**src/rpdc_pkg.sv**
```systemverilog
package rpdc_pkg;

  // Register indexes on the write port
  localparam logic [2:0] CFG_RIGHT_BOUND    = 3'd0;
  localparam logic [2:0] CFG_LEFT_BOUND     = 3'd1;
  localparam logic [2:0] CFG_BASE_SPEED     = 3'd2;
  localparam logic [2:0] CFG_CHANGE_PERIOD  = 3'd3;
  localparam logic [2:0] CFG_KEEP_THRESHOLD = 3'd4;
  localparam logic [2:0] CFG_FAST_SPEED     = 3'd5;

  localparam int CFG_ADDR_W = 3;
  localparam int CFG_DATA_W = 32;
  localparam int IN_DATA_W  = 88;
  localparam int OUT_DATA_W = 40;

  // Reset values of the registers
  localparam logic signed [31:0] RIGHT_BOUND_RST    = -32'sd100000;
  localparam logic signed [31:0] LEFT_BOUND_RST     = 32'sd100000;
  localparam logic [13:0]        BASE_SPEED_RST     = 14'd4500;
  localparam logic [15:0]        CHANGE_PERIOD_RST  = 16'd500;
  localparam logic [6:0]         KEEP_THRESHOLD_RST = 7'd10;
  localparam logic [13:0]        FAST_SPEED_RST     = 14'd1500;

  // Fixed tuning
  localparam logic signed [32:0] RAIL_MARGIN  = 33'sd30000;
  localparam logic [15:0]        STAY_LIMIT   = 16'd1000;
  localparam logic [9:0]         BUF_LOW      = 10'd50;
  localparam logic [9:0]         BUF_HIGH     = 10'd150;
  localparam logic [16:0]        ARRIVE_SPEED = 17'd1500;
  localparam logic [17:0]        ARRIVE_SLACK = 18'd200;
  localparam logic [15:0]        ARRIVE_LIMIT = 16'd150;
  localparam logic [17:0]        SLOW_SLACK   = 18'd2000;
  localparam logic [15:0]        SLOW_LIMIT   = 16'd80;
  localparam logic [15:0]        CNT_MAX      = 16'hFFFF;
  // 52429 = (2^18 + 1) / 5, exact floor(y/5) for y below 2^18
  localparam logic [15:0]        RECIP_5      = 16'd52429;

  typedef struct packed {
    logic signed [31:0] right_bound;
    logic signed [31:0] left_bound;
    logic [13:0]        base_speed;
    logic [15:0]        change_period;
    logic [6:0]         keep_threshold;
    logic [13:0]        fast_speed;
  } cfg_t;

  typedef struct packed {
    logic [9:0]         buffer_level;
    logic [15:0]        area_stay_ticks;
    logic [6:0]         random_draw;
    logic               left_sensor_hit;
    logic               right_sensor_hit;
    logic signed [31:0] position;
    logic signed [15:0] measured_speed;
  } in_item_t;

  typedef struct packed {
    logic [15:0]        reversal_count;
    logic               power_limited;
    logic               hold_flag;
    logic signed [15:0] target_speed;
  } out_item_t;

  // floor(b * 13 / 20): drop two bits, then divide by 5 through the reciprocal
  function automatic logic [13:0] scale_13_20(input logic [13:0] b);
    logic [17:0] x;
    logic [31:0] p;
    x = 18'(b) * 18'd13;
    p = 32'(x[17:2]) * 32'(RECIP_5);
    return p[31:18];
  endfunction

  function automatic logic [16:0] abs16(input logic signed [15:0] v);
    logic [16:0] e;
    e = {v[15], v};
    return v[15] ? (~e + 17'd1) : e;
  endfunction

  function automatic logic [15:0] sat_inc(input logic [15:0] c);
    return (c == CNT_MAX) ? c : c + 16'd1;
  endfunction

endpackage

```
**src/random_patrol_direction_control_top.sv**
```systemverilog
// Channel | Role       | Width | Transfer
// in_     | slave      | 88    | in_tvalid & in_tready, one control tick
// out_    | master     | 40    | out_tvalid & out_tready, one speed command per tick
// cfg_    | write port | 32    | cfg_we high, cfg_addr picks the register
//
// An input transfer is registered in the input register, then moves into the result register
// when that register is free or draining; out_tvalid is the result register's valid flag. One
// item per cycle is sustained while out_tready stays high.
// The patrol state updates in the cycle an item moves from the input register into the
// result register, so the next item in the input register already sees it.
// rst_n is synchronous: it clears both valid flags and the patrol state and resets the configuration registers.
// A stalled out_ holds its result; in_tready drops only while both registers are full
// and out_tready is low.
module random_patrol_direction_control_top (
  input  logic                                clk,
  input  logic                                rst_n,
  // input channel
  input  logic                                in_tvalid,
  output logic                                in_tready,
  // measured_speed[15:0], position[47:16], right_sensor_hit[48],
  // left_sensor_hit[49], random_draw[56:50], area_stay_ticks[72:57],
  // buffer_level[82:73], zero fill [87:83]
  input  logic [rpdc_pkg::IN_DATA_W-1:0]      in_tdata,
  // result channel
  output logic                                out_tvalid,
  input  logic                                out_tready,
  // target_speed[15:0], hold_flag[16], power_limited[17],
  // reversal_count[33:18], zero fill [39:34]
  output logic [rpdc_pkg::OUT_DATA_W-1:0]     out_tdata,
  // configuration writes
  input  logic                                cfg_we,
  input  logic [rpdc_pkg::CFG_ADDR_W-1:0]     cfg_addr,
  input  logic [rpdc_pkg::CFG_DATA_W-1:0]     cfg_wdata
);

  rpdc_pkg::cfg_t      cfg;
  rpdc_pkg::in_item_t  in_item_r;
  rpdc_pkg::out_item_t res;
  rpdc_pkg::out_item_t out_item_r;

  logic in_v_r;
  logic out_v_r;
  logic advance;   // input register hands its item to the result register

  assign advance   = in_v_r && (!out_v_r || out_tready);
  assign in_tready = !in_v_r || advance;

  rpdc_cfg u_cfg (
    .clk       (clk),
    .rst_n     (rst_n),
    .cfg_we    (cfg_we),
    .cfg_addr  (cfg_addr),
    .cfg_wdata (cfg_wdata),
    .cfg       (cfg)
  );

  rpdc_core u_core (
    .clk   (clk),
    .rst_n (rst_n),
    .step  (advance),
    .cfg   (cfg),
    .item  (in_item_r),
    .res   (res)
  );

  // valid flags
  always_ff @(posedge clk) begin
    if (!rst_n) begin
      in_v_r  <= 1'b0;
      out_v_r <= 1'b0;
    end else begin
      if (in_tready)
        in_v_r <= in_tvalid;
      if (advance)
        out_v_r <= 1'b1;
      else if (out_tready)
        out_v_r <= 1'b0;
    end
  end

  // payload registers, no reset
  always_ff @(posedge clk) begin
    if (in_tvalid && in_tready)
      in_item_r <= in_tdata[$bits(rpdc_pkg::in_item_t)-1:0];
    if (advance)
      out_item_r <= res;
  end

  assign out_tvalid = out_v_r;
  assign out_tdata  = {{(rpdc_pkg::OUT_DATA_W - $bits(rpdc_pkg::out_item_t)){1'b0}},
                       out_item_r};

endmodule

```
**src/rpdc_cfg.sv**
```systemverilog
module rpdc_cfg (
  input  logic                             clk,
  input  logic                             rst_n,
  input  logic                             cfg_we,
  input  logic [rpdc_pkg::CFG_ADDR_W-1:0]  cfg_addr,
  input  logic [rpdc_pkg::CFG_DATA_W-1:0]  cfg_wdata,
  output rpdc_pkg::cfg_t                   cfg
);

  rpdc_pkg::cfg_t cfg_r;

  always_ff @(posedge clk) begin
    if (!rst_n) begin
      cfg_r.right_bound    <= rpdc_pkg::RIGHT_BOUND_RST;
      cfg_r.left_bound     <= rpdc_pkg::LEFT_BOUND_RST;
      cfg_r.base_speed     <= rpdc_pkg::BASE_SPEED_RST;
      cfg_r.change_period  <= rpdc_pkg::CHANGE_PERIOD_RST;
      cfg_r.keep_threshold <= rpdc_pkg::KEEP_THRESHOLD_RST;
      cfg_r.fast_speed     <= rpdc_pkg::FAST_SPEED_RST;
    end else if (cfg_we) begin
      case (cfg_addr)
        rpdc_pkg::CFG_RIGHT_BOUND:    cfg_r.right_bound    <= signed'(cfg_wdata);
        rpdc_pkg::CFG_LEFT_BOUND:     cfg_r.left_bound     <= signed'(cfg_wdata);
        rpdc_pkg::CFG_BASE_SPEED:     cfg_r.base_speed     <= cfg_wdata[13:0];
        rpdc_pkg::CFG_CHANGE_PERIOD:  cfg_r.change_period  <= cfg_wdata[15:0];
        rpdc_pkg::CFG_KEEP_THRESHOLD: cfg_r.keep_threshold <= cfg_wdata[6:0];
        rpdc_pkg::CFG_FAST_SPEED:     cfg_r.fast_speed     <= cfg_wdata[13:0];
        default: ;
      endcase
    end
  end

  assign cfg = cfg_r;

endmodule

```
**src/rpdc_core.sv**
```systemverilog
module rpdc_core (
  input  logic                 clk,
  input  logic                 rst_n,
  input  logic                 step,
  input  rpdc_pkg::cfg_t       cfg,
  input  rpdc_pkg::in_item_t   item,
  output rpdc_pkg::out_item_t  res
);

  logic signed [15:0] tgt_r, tgt_nxt;
  logic [15:0]        ftc_r, ftc_nxt;
  logic [15:0]        asc_r, asc_nxt;
  logic [15:0]        sc_r, sc_nxt;
  logic [15:0]        rev_r, rev_nxt;
  logic               lim_r, lim_nxt;
  logic               hold_r, hold_nxt;

  logic [13:0]        mag_scaled, mag_old, mag_new;
  logic [16:0]        ameas, atgt;
  logic signed [15:0] t1, t2;
  logic signed [32:0] pos_x, rb_lim, lb_lim;
  logic [15:0]        ftc1, ftc2, asc2;
  logic               hold2, stay_clr, rend, lend, decide;

  always_comb begin
    mag_scaled = rpdc_pkg::scale_13_20(cfg.base_speed);
    mag_old    = lim_r ? mag_scaled : cfg.base_speed;
    ameas      = rpdc_pkg::abs16(item.measured_speed);

    // magnitude check with the old flag
    t1 = tgt_r;
    if (rpdc_pkg::abs16(tgt_r) != {3'b000, mag_old})
      t1 = signed'({2'b00, mag_old});

    ftc1 = (ameas > {3'b000, cfg.fast_speed}) ? rpdc_pkg::sat_inc(ftc_r) : ftc_r;

    stay_clr = item.area_stay_ticks > rpdc_pkg::STAY_LIMIT;
    ftc2  = stay_clr ? 16'd0 : ftc1;
    asc2  = stay_clr ? 16'd0 : asc_r;
    hold2 = stay_clr ? 1'b0 : hold_r;

    // power-buffer hysteresis
    lim_nxt = lim_r | (item.buffer_level < rpdc_pkg::BUF_LOW);
    if (lim_nxt && (item.buffer_level > rpdc_pkg::BUF_HIGH))
      lim_nxt = 1'b0;
    mag_new = lim_nxt ? mag_scaled : cfg.base_speed;

    // rail ends, left wins when both fire
    pos_x  = {item.position[31], item.position};
    rb_lim = {cfg.right_bound[31], cfg.right_bound} + rpdc_pkg::RAIL_MARGIN;
    lb_lim = {cfg.left_bound[31], cfg.left_bound} - rpdc_pkg::RAIL_MARGIN;
    rend   = item.right_sensor_hit && (pos_x < rb_lim);
    lend   = item.left_sensor_hit && (pos_x > lb_lim);
    if (lend)
      t2 = -signed'({2'b00, mag_new});
    else if (rend)
      t2 = signed'({2'b00, mag_new});
    else
      t2 = t1;
    ftc_nxt = (rend || lend) ? 16'd0 : ftc2;

    // random reversal decision
    tgt_nxt  = t2;
    hold_nxt = hold2;
    rev_nxt  = rev_r;
    decide   = ftc_nxt == cfg.change_period;
    if (decide) begin
      if (item.random_draw >= cfg.keep_threshold) begin
        tgt_nxt  = -t2;
        hold_nxt = 1'b0;
        rev_nxt  = rev_r + 16'd1;
      end
      ftc_nxt = 16'd0;
    end

    // arrive and slow pacing
    atgt    = rpdc_pkg::abs16(tgt_nxt);
    asc_nxt = asc2;
    if ((atgt > rpdc_pkg::ARRIVE_SPEED) &&
        (({1'b0, ameas} + rpdc_pkg::ARRIVE_SLACK) > {1'b0, atgt}))
      asc_nxt = rpdc_pkg::sat_inc(asc2);

    sc_nxt = sc_r;
    if (asc_nxt > rpdc_pkg::ARRIVE_LIMIT) begin
      if (({1'b0, ameas} + rpdc_pkg::SLOW_SLACK) < {1'b0, atgt})
        sc_nxt = rpdc_pkg::sat_inc(sc_r);
      hold_nxt = 1'b1;
      if (sc_nxt > rpdc_pkg::SLOW_LIMIT) begin
        asc_nxt  = 16'd0;
        sc_nxt   = 16'd0;
        hold_nxt = 1'b0;
      end
    end
  end

  always_ff @(posedge clk) begin
    if (!rst_n) begin
      tgt_r  <= '0;
      ftc_r  <= '0;
      asc_r  <= '0;
      sc_r   <= '0;
      rev_r  <= '0;
      lim_r  <= 1'b0;
      hold_r <= 1'b0;
    end else if (step) begin
      tgt_r  <= tgt_nxt;
      ftc_r  <= ftc_nxt;
      asc_r  <= asc_nxt;
      sc_r   <= sc_nxt;
      rev_r  <= rev_nxt;
      lim_r  <= lim_nxt;
      hold_r <= hold_nxt;
    end
  end

  assign res.target_speed   = tgt_nxt;
  assign res.hold_flag      = hold_nxt;
  assign res.power_limited  = lim_nxt;
  assign res.reversal_count = rev_nxt;

endmodule

```
**config.mk**
```make
export PLATFORM = sky130hd
export DESIGN_NAME = random_patrol_direction_control_top
export DESIGN_NICKNAME = d
export VERILOG_FILES = /design/src/rpdc_pkg.sv /design/src/random_patrol_direction_control_top.sv /design/src/rpdc_cfg.sv /design/src/rpdc_core.sv
export SDC_FILE = /design/constraint.sdc
export NUM_CORES = 1
export LEC_CHECK = 0
export ABC_CLOCK_PERIOD_IN_PS = 13700
export BUFFER_PORTS_ARGS = -buffer_cell sky130_fd_sc_hd__buf_2
export CORE_MARGIN = 8
export CORE_UTILIZATION = 40
export DETAILED_ROUTE_END_ITERATION = 10
export GPL_TIMING_DRIVEN = 0
export SYNTH_ARGS = -nofsm -noshare
export SYNTH_HDL_FRONTEND = slang
export SYNTH_SLANG_ARGS = --single-unit
```
**constraint.sdc**
```tcl
create_clock -name clk -period 13.7 [get_ports clk]
set_input_delay 0.685 -clock clk [delete_from_list [all_inputs] [get_ports clk]]
set_output_delay 0.685 -clock clk [all_outputs]
set_load 0.02 [all_outputs]
```
==> results of run 1 <==
[synth_stat cells, types with 13 or more instances]
master / number / area, µm²
nor2b_1: 56 / 350
clkbuf_1: 92 / 345
or3_1: 28 / 175
inv_1: 252 / 946
or4_1: 16 / 120
a21oi_1: 137 / 686
ha_1: 293 / 3670
dfxtp_1: 199 / 3980
o21ai_1: 13 / 65.1
edfxtp_1: 117 / 3510
and2_1: 44 / 275
o22ai_1: 15 / 93.8
and3_1: 33 / 206
or2_2: 16 / 100
nor2_1: 158 / 593
and4_1: 14 / 123
nand2_1: 448 / 1680
o211ai_1: 45 / 338
nand3_1: 124 / 621
a211oi_1: 21 / 158
a31oi_1: 31 / 194
o211a_1: 13 / 130
fa_1: 88 / 1760
nand2b_1: 25 / 156
a21boi_0: 78 / 586
o21ai_0: 133 / 666
nor3b_1: 13 / 97.6
xor2_1: 71 / 622
nand4_1: 63 / 394
a21o_1: 37 / 278
xnor2_1: 137 / 1200
nor4_1: 31 / 194
o21a_1: 26 / 195
mux2i_1: 26 / 260
nor3_1: 67 / 335
[logic make-up (layout without fill, tap and decap cells)]
| kind of cell | count (synthesis) | in the layout | synth area share |
|---|---|---|---|
| multiplexers | 34 | 34 | 0.0126 |
| other | 2 | 14 | 0.000270 |
| buffers and inverters | 378 | 785 | 0.0536 |
| flip-flops | 316 | 316 | 0.270 |
| AO/OA/AOI/OAI | 714 | 714 | 0.180 |
| AND/OR/NAND/NOR | 1198 | 1199 | 0.217 |
| XOR/XNOR | 216 | 216 | 0.0708 |
| adder cells (fa/ha/maj) | 381 | 381 | 0.195 |
[area by class of cell]
cell class | instances | area, µm² | share of cell area
Multi-Input combinational cell | 2556 | 20700 | 0.599
Clock inverter | 25 | 255 | 0.00740
Inverter | 254 | 958 | 0.0278
Sequential cell | 316 | 7530 | 0.218
Clock buffer | 48 | 1060 | 0.0308
Antenna cell | 2 | 5.00 | 0.000145
Tap cell | 931 | 1160 | 0.0338
Buffer | 120 | 593 | 0.0172
Timing Repair Buffer | 338 | 2270 | 0.0657
[flip-flops by register name, summed over array words and instances (netlist names)]
signal and cells:
u_core.asc_r 16, in_item_r 83, out_tvalid 1, u_core.lim_r 1, u_core.hold_r 1, u_cfg.cfg 115
u_core.ftc_r 16, u_core.rev_r 16, out_tdata 34, u_core.tgt_r 16, in_v_r 1, u_core.sc_r 16
[repair_timing]
item                                    4_1_cts  5_1_grt
hold buffers                                  0        0
pin swaps                                   148       70
gates cloned                                  2        0
gates resized for setup                     281       69
buffers inserted                            147       33
endpoints found under the setup margin       34       34
[critical path, delay by kind of cell (launching register included)]
family,cells,cell delay (ns)
compound gates,13,3.02
mux,1,0.23
simple gates,12,2.86
xor+xnor,3,0.55
fa+ha+maj,10,3.86
buf+inv,27,3.18
flops,1,0.38
[layer usage]
metal,vias up,global-route usage,share of wire
met5,-,0,0.00020
met4,4,0.0672,0.030
met3,173,0.0270,0.054
met2,803,0.370,0.46
met1,12300,0.301,0.45
li1,12400,-,-
[through the flow]
step	util	setup slack, ns	instances	instance area (µm²)
3_3_place_gp	0.436	-2.76	4338	29900
3_5_place_dp	0.437	-2.78	4341	30000
6_report	0.502	-0.587	4590	34500
5_1_grt	0.502	-1.10	4588	34500
2_1_floorplan	-	0.00265	3249	28000
4_1_cts	0.492	-0.494	4557	33800
[worst paths after layout]
path,start,end,slack [ns],cells after the start
hold / removal,in_tdata[38],in_item_r[38],0.27,1
setup reg to reg,u_cfg.cfg[38],u_core.sc_r[0],-0.59,66
setup / recovery,u_cfg.cfg[38],u_core.sc_r[0],-0.59,66
hold reg to reg,u_cfg.cfg[52],u_cfg.cfg[52],0.46,2
==> implementation parameters, run 1 <==
Parameter                              Value

Outcome
  Result of the run ... finished with violations
  Failing checks ... setup timing

Logic synthesis
  Synth cell types ... 120
  Post-synthesis cell area ... approximately 28000 µm²
  Avg Inst Size Synth ... 8.57 µm²
  Share of flip-flops with an asynchronous set or reset after synthesis ... 0
  Most frequently used flop master after synthesis ... dfxtp_1
  Post-synthesis sequential area ratio ... 0.270
  EDFF count, synth ... around 120
  Flip-flop and latch count after synthesis ... 316
  Mapped Cells ... 3239
  YS warnings ... 0

Timing
  Headroom to the max-slew limit ... 0.298
  FMAX ... 0.0700 GHz
  Worst hold slack ... 0.266 ns
  Final period util ... 1.04
  Clock period minus worst slack ... 14.29 ns
  Final setup viols ... 34
  Final max-slew violation count ... 0
  Sum of negative setup slack ... -16.87 ns
  Fin worst setup slack ... -0.587 ns
  Final-report hold violation count ... 0
  Final setup skew ... 0.0311 ns
  Measured slew at the worst slew-check pin ... 1.05 ns
  Setup repair after global routing missed its margin ... yes

Floorplan
  Die outline height ... around 280 µm
  Die outline width ... 279 µm
  Initial cell density of the core ... 0.404
  Number of I/O pins ... 170
  Placeable core area ... ~70000 µm²
  Number of core rows ... 96
  Floorplan die area ... 78100 µm²

Setup path
  Most common cell type on the critical path ... buf_4
  Crit-path max FO ... 8
  Nature of the critical path endpoint ... flop
  Category of the most critical setup path ... flop to flop
  Kind of start point of the critical path ... flop
  Largest incremental delay on the critical path ... around 0.55 ns
  Worst endpoint required time ... 14.16 ns
  Critical path arrival ... 14.75 ns
  Worst path slowest cell ... fa_1

Drt
  Routed WL ... 89.6 mm
  DRT antenna net count ... 0
  Drt wl/cell ... 19.5 µm
  Mean number of vias per cell ... about 5.6
  Number of remaining DRC errors ... 0
  Via count of the routed design ... approximately 26k
  Violation count after the first detailed-routing iteration ... 1934
  1st-pass router iterations ... 7

Clock network
  Later-pin clock latency in the skew report ... 0.59 ns
  Buffer depth of the longest clock path ... 3
  Clk slew on worst S/H paths ... 0.06 ns
  Clk root buf ... clkbuf_16
  TritonCTS Buffers ... 40
  Count of clock tree sinks ... 316
  H-tree depth ... 2
  CTS tree ... yes

Finish
  Syn-to-layout area delta ... 24.2%
  Number of fill cells in the layout ... 6584
  Leading cell types in the layout, fill and taps excluded ... nand2_1 (443), ha_1 (250), inv_1 (236)
  Total number of nets in the final design ... 4135
  Ratio of cells with drive above 1 in the final layout ... 0.205
  Most common cell after layout, fill and taps aside ... nand2_1

Global routing
  GRT Overall Usage ... 0.223
  Remaining global-route overflow ... 0
  Maximum number of pins on one net before global-route repair ... 64
  Wire length of the first global-routing pass ... 141 mm
  Number of antenna violations at the first check in global routing ... 2
  Vias in the first global route ... 25.1k

Worst hold path
  Worst min-delay path category ... input port to flop

Placement
  Final estimated routing congestion in global placement ... 0.927
  DP Wirelength ... between 60 and 70 mm
  # port buffers ... 158

Run
  Max-capacitance violation count ... 0
Power of run 1 is left out: the tool's default activity adds up to more than one toggle a clock period on the data nets, which glitch-free logic cannot reach.
==> run 2: changes to the inputs <==
--- a/config.mk
+++ b/config.mk
@@ -7,7 +7,7 @@
 export LEC_CHECK = 0
 export ABC_CLOCK_PERIOD_IN_PS = 13700
 export BUFFER_PORTS_ARGS = -buffer_cell sky130_fd_sc_hd__buf_2
-export CORE_MARGIN = 8
+export CORE_MARGIN = 2
 export CORE_UTILIZATION = 40
 export DETAILED_ROUTE_END_ITERATION = 10
 export GPL_TIMING_DRIVEN = 0
==> implementation parameters, run 2 (synthesized netlist as in run 1, its figures left out) <==
Parameter                              Value

Global routing
  GRT Overall Usage ... 0.248 (+0.0252)
  Remaining global-route overflow ... 0 (unchanged)
  Vias in the first global route ... 24.7k (-1.9%)
  Number of antenna violations at the first check in global routing ... 3 (+1)
  Maximum number of pins on one net before global-route repair ... 64 (unchanged)
  Wire length of the first global-routing pass ... 139 mm (-0.82%)

Setup path
  Worst endpoint required time ... 14.17 ns (about the same)
  Largest incremental delay on the critical path ... 0.62 ns (+0.07 ns)
  Kind of start point of the critical path ... flop
  Worst path slowest cell ... fa_2
  Crit-path max FO ... 8 (unchanged)
  Category of the most critical setup path ... flop to flop
  Critical path arrival ... 14.71 ns (-0.04 ns)
  Nature of the critical path endpoint ... flop

Placement
  # port buffers ... 158 (unchanged)
  DP Wirelength ... 67.1 mm (-1.1%)
  Final estimated routing congestion in global placement ... 0.946 (+2.0%)
  Placed cell count ... 4341 (unchanged)

Finish
  Syn-to-layout area delta ... 24.1%
  Leading cell types in the layout, fill and taps excluded ... nand2_1 (440), ha_1 (253), inv_1 (243)
  Total number of nets in the final design ... 4131 (-0.097%)
  Number of flip-flops in the largest register ... 115 (unchanged)
  Ratio of cells with drive above 1 in the final layout ... 0.204 (-0.00126)
  Final core utilization ... 0.501 (-0.000546)
  Non-Filler Instances ... 4586 (-0.087%)
  Most common cell after layout, fill and taps aside ... nand2_1
  Antenna diode count ... 0 (-2)

Clock network
  Buffer depth of the longest clock path ... 3 (unchanged)
  Later-pin clock latency in the skew report ... 0.58 ns (about the same)
  # hold bufs at CTS ... 0 (unchanged)
  CTS tree ... yes
  Count of clock tree sinks ... 316 (unchanged)
  Clk root buf ... clkbuf_16
  Clk slew on worst S/H paths ... 0.06 ns (about the same)
  H-tree depth ... 2 (unchanged)
  TritonCTS Buffers ... 41 (+2.5%)

Drt
  Routed WL ... 89.9 mm (+0.26%)
  DRT antenna net count ... 0 (unchanged)
  Met3 wirelength from detailed routing ... 5.42 mm (+12%)
  Met2 wire length ... 41.8 mm (+0.89%)
  Routed metal-1 wirelength ... 40.1 mm (-1.5%)
  1st-pass router iterations ... 5 (-2)
  Uppermost routed layer ... met5
  Mean number of vias per cell ... 5.62 (+0.62%)
  Via count of the routed design ... 25.8k (+0.53%)
  Violation count after the first detailed-routing iteration ... 2154 (+11%)
  Drt wl/cell ... 19.6 µm (+0.35%)
  Number of remaining DRC errors ... 0 (unchanged)

Floorplan
  Placeable core area ... 68700 µm² (unchanged)
  Initial cell density of the core ... 0.404 (unchanged)
  Number of core rows ... 96 (unchanged)
  Die outline width ... 267 µm (-4.3%)
  Die outline height ... 267 µm (-4.3%)
  Number of I/O pins ... 170 (unchanged)
  Floorplan die area ... 71600 µm² (-8.4%)

Timing
  Final period util ... 1.04 (-0.00364)
  Measured slew at the worst slew-check pin ... 1.17 ns (+0.126 ns)
  Headroom to the max-slew limit ... 0.213 (-0.0847)
  Fin worst setup slack ... -0.538 ns (+0.0498 ns)
  Sum of negative setup slack ... -14.78 ns (+2.09 ns)
  Final setup skew ... 0.0143 ns (-0.0168 ns)
  Setup repair after global routing missed its margin ... yes
  Worst hold slack ... 0.271 ns (+0.00488 ns)
  Clock period minus worst slack ... 14.24 ns (-0.0498 ns)
  Final max-slew violation count ... 0 (unchanged)
  Final-report hold violation count ... 0 (unchanged)
  FMAX ... 0.0702 GHz (+0.35%)
  Final setup viols ... 34 (unchanged)

Worst hold path
  Worst min-delay path category ... input port to flop

Outcome
  Result of the run ... finished with violations
  Failing checks ... setup timing

Run
  Max-capacitance violation count ... 0 (unchanged)
-- run 2: cell types whose count changed in the layout (fill, tap and decap cells not counted), moves of 4 or more --
| cell | delta |
|---|---|
| ha_4 | -4 |
| inv_2 | -8 |
| clkinv_2 | +4 |
| o21ai_0 | -4 |
| buf_4 | -4 |
| inv_1 | +7 |
| o21ai_2 | +7 |
-- run 2: worst paths after layout --
| check | cells past startpoint | end | slack (ns) | start |
|---|---|---|---|---|
| hold reg to reg | 2 | u_cfg.cfg[54] | 0.47 | u_cfg.cfg[54] |
| hold / removal | 1 | in_item_r[81] | 0.27 | in_tdata[81] |
| setup / recovery | 60 | u_core.sc_r[0] | -0.54 | u_cfg.cfg[39] |
| setup reg to reg | 60 | u_core.sc_r[0] | -0.54 | u_cfg.cfg[39] |
-- run 2: area by class of cell --
class | count | area, µm²
buffer | 120 | 576
clock buffer | 49 | 1110
clock inverter | 27 | 238
fill | 6542 | 34300
inverter | 254 | 961
multi-input combinational | 2556 | 20600
sequential | 316 | 7530
tap | 931 | 1160
timing repair buffer | 333 | 2230
-- run 2: repair_timing --
item | 4_1_cts | 5_1_grt
endpoints found under the setup margin | 34 | 34
pin swaps | 147 | 55
setup buffers | 152 | 24
endpoints found under the hold margin | 0 | 0
gates resized for setup | 295 | 58
cloned | 2 | 0
-- run 2: metal layers --
| layer | GRT usage | vias to the layer above |
|---|---|---|
| li1 | - | 12400 |
| met1 | 0.340 | 12400 |
| met2 | 0.413 | 844 |
| met3 | 0.0261 | 181 |
| met4 | 0.0693 | 2 |
| met5 | 0 | - |
-- run 2: worst max-delay path: cells and delay by family, from the launching register on --
kind	cells	cell delay (ns)
compound gates	23	4.84
xor+xnor	3	0.68
fa+ha+maj	12	4.35
simple gates	9	2.00
buf+inv	13	1.88
flops	1	0.36
-- run 2: per-stage QoR --
step / setup WS (ns) / instance area [µm²]
2_1_floorplan: 0.00265 / 28000
3_3_place_gp: -2.78 / 29900
3_5_place_dp: -2.80 / 30000
4_1_cts: -0.392 / 34000
5_1_grt: -1.10 / 34500
6_report: -0.538 / 34500
Power of run 2 is left out for the same reason.
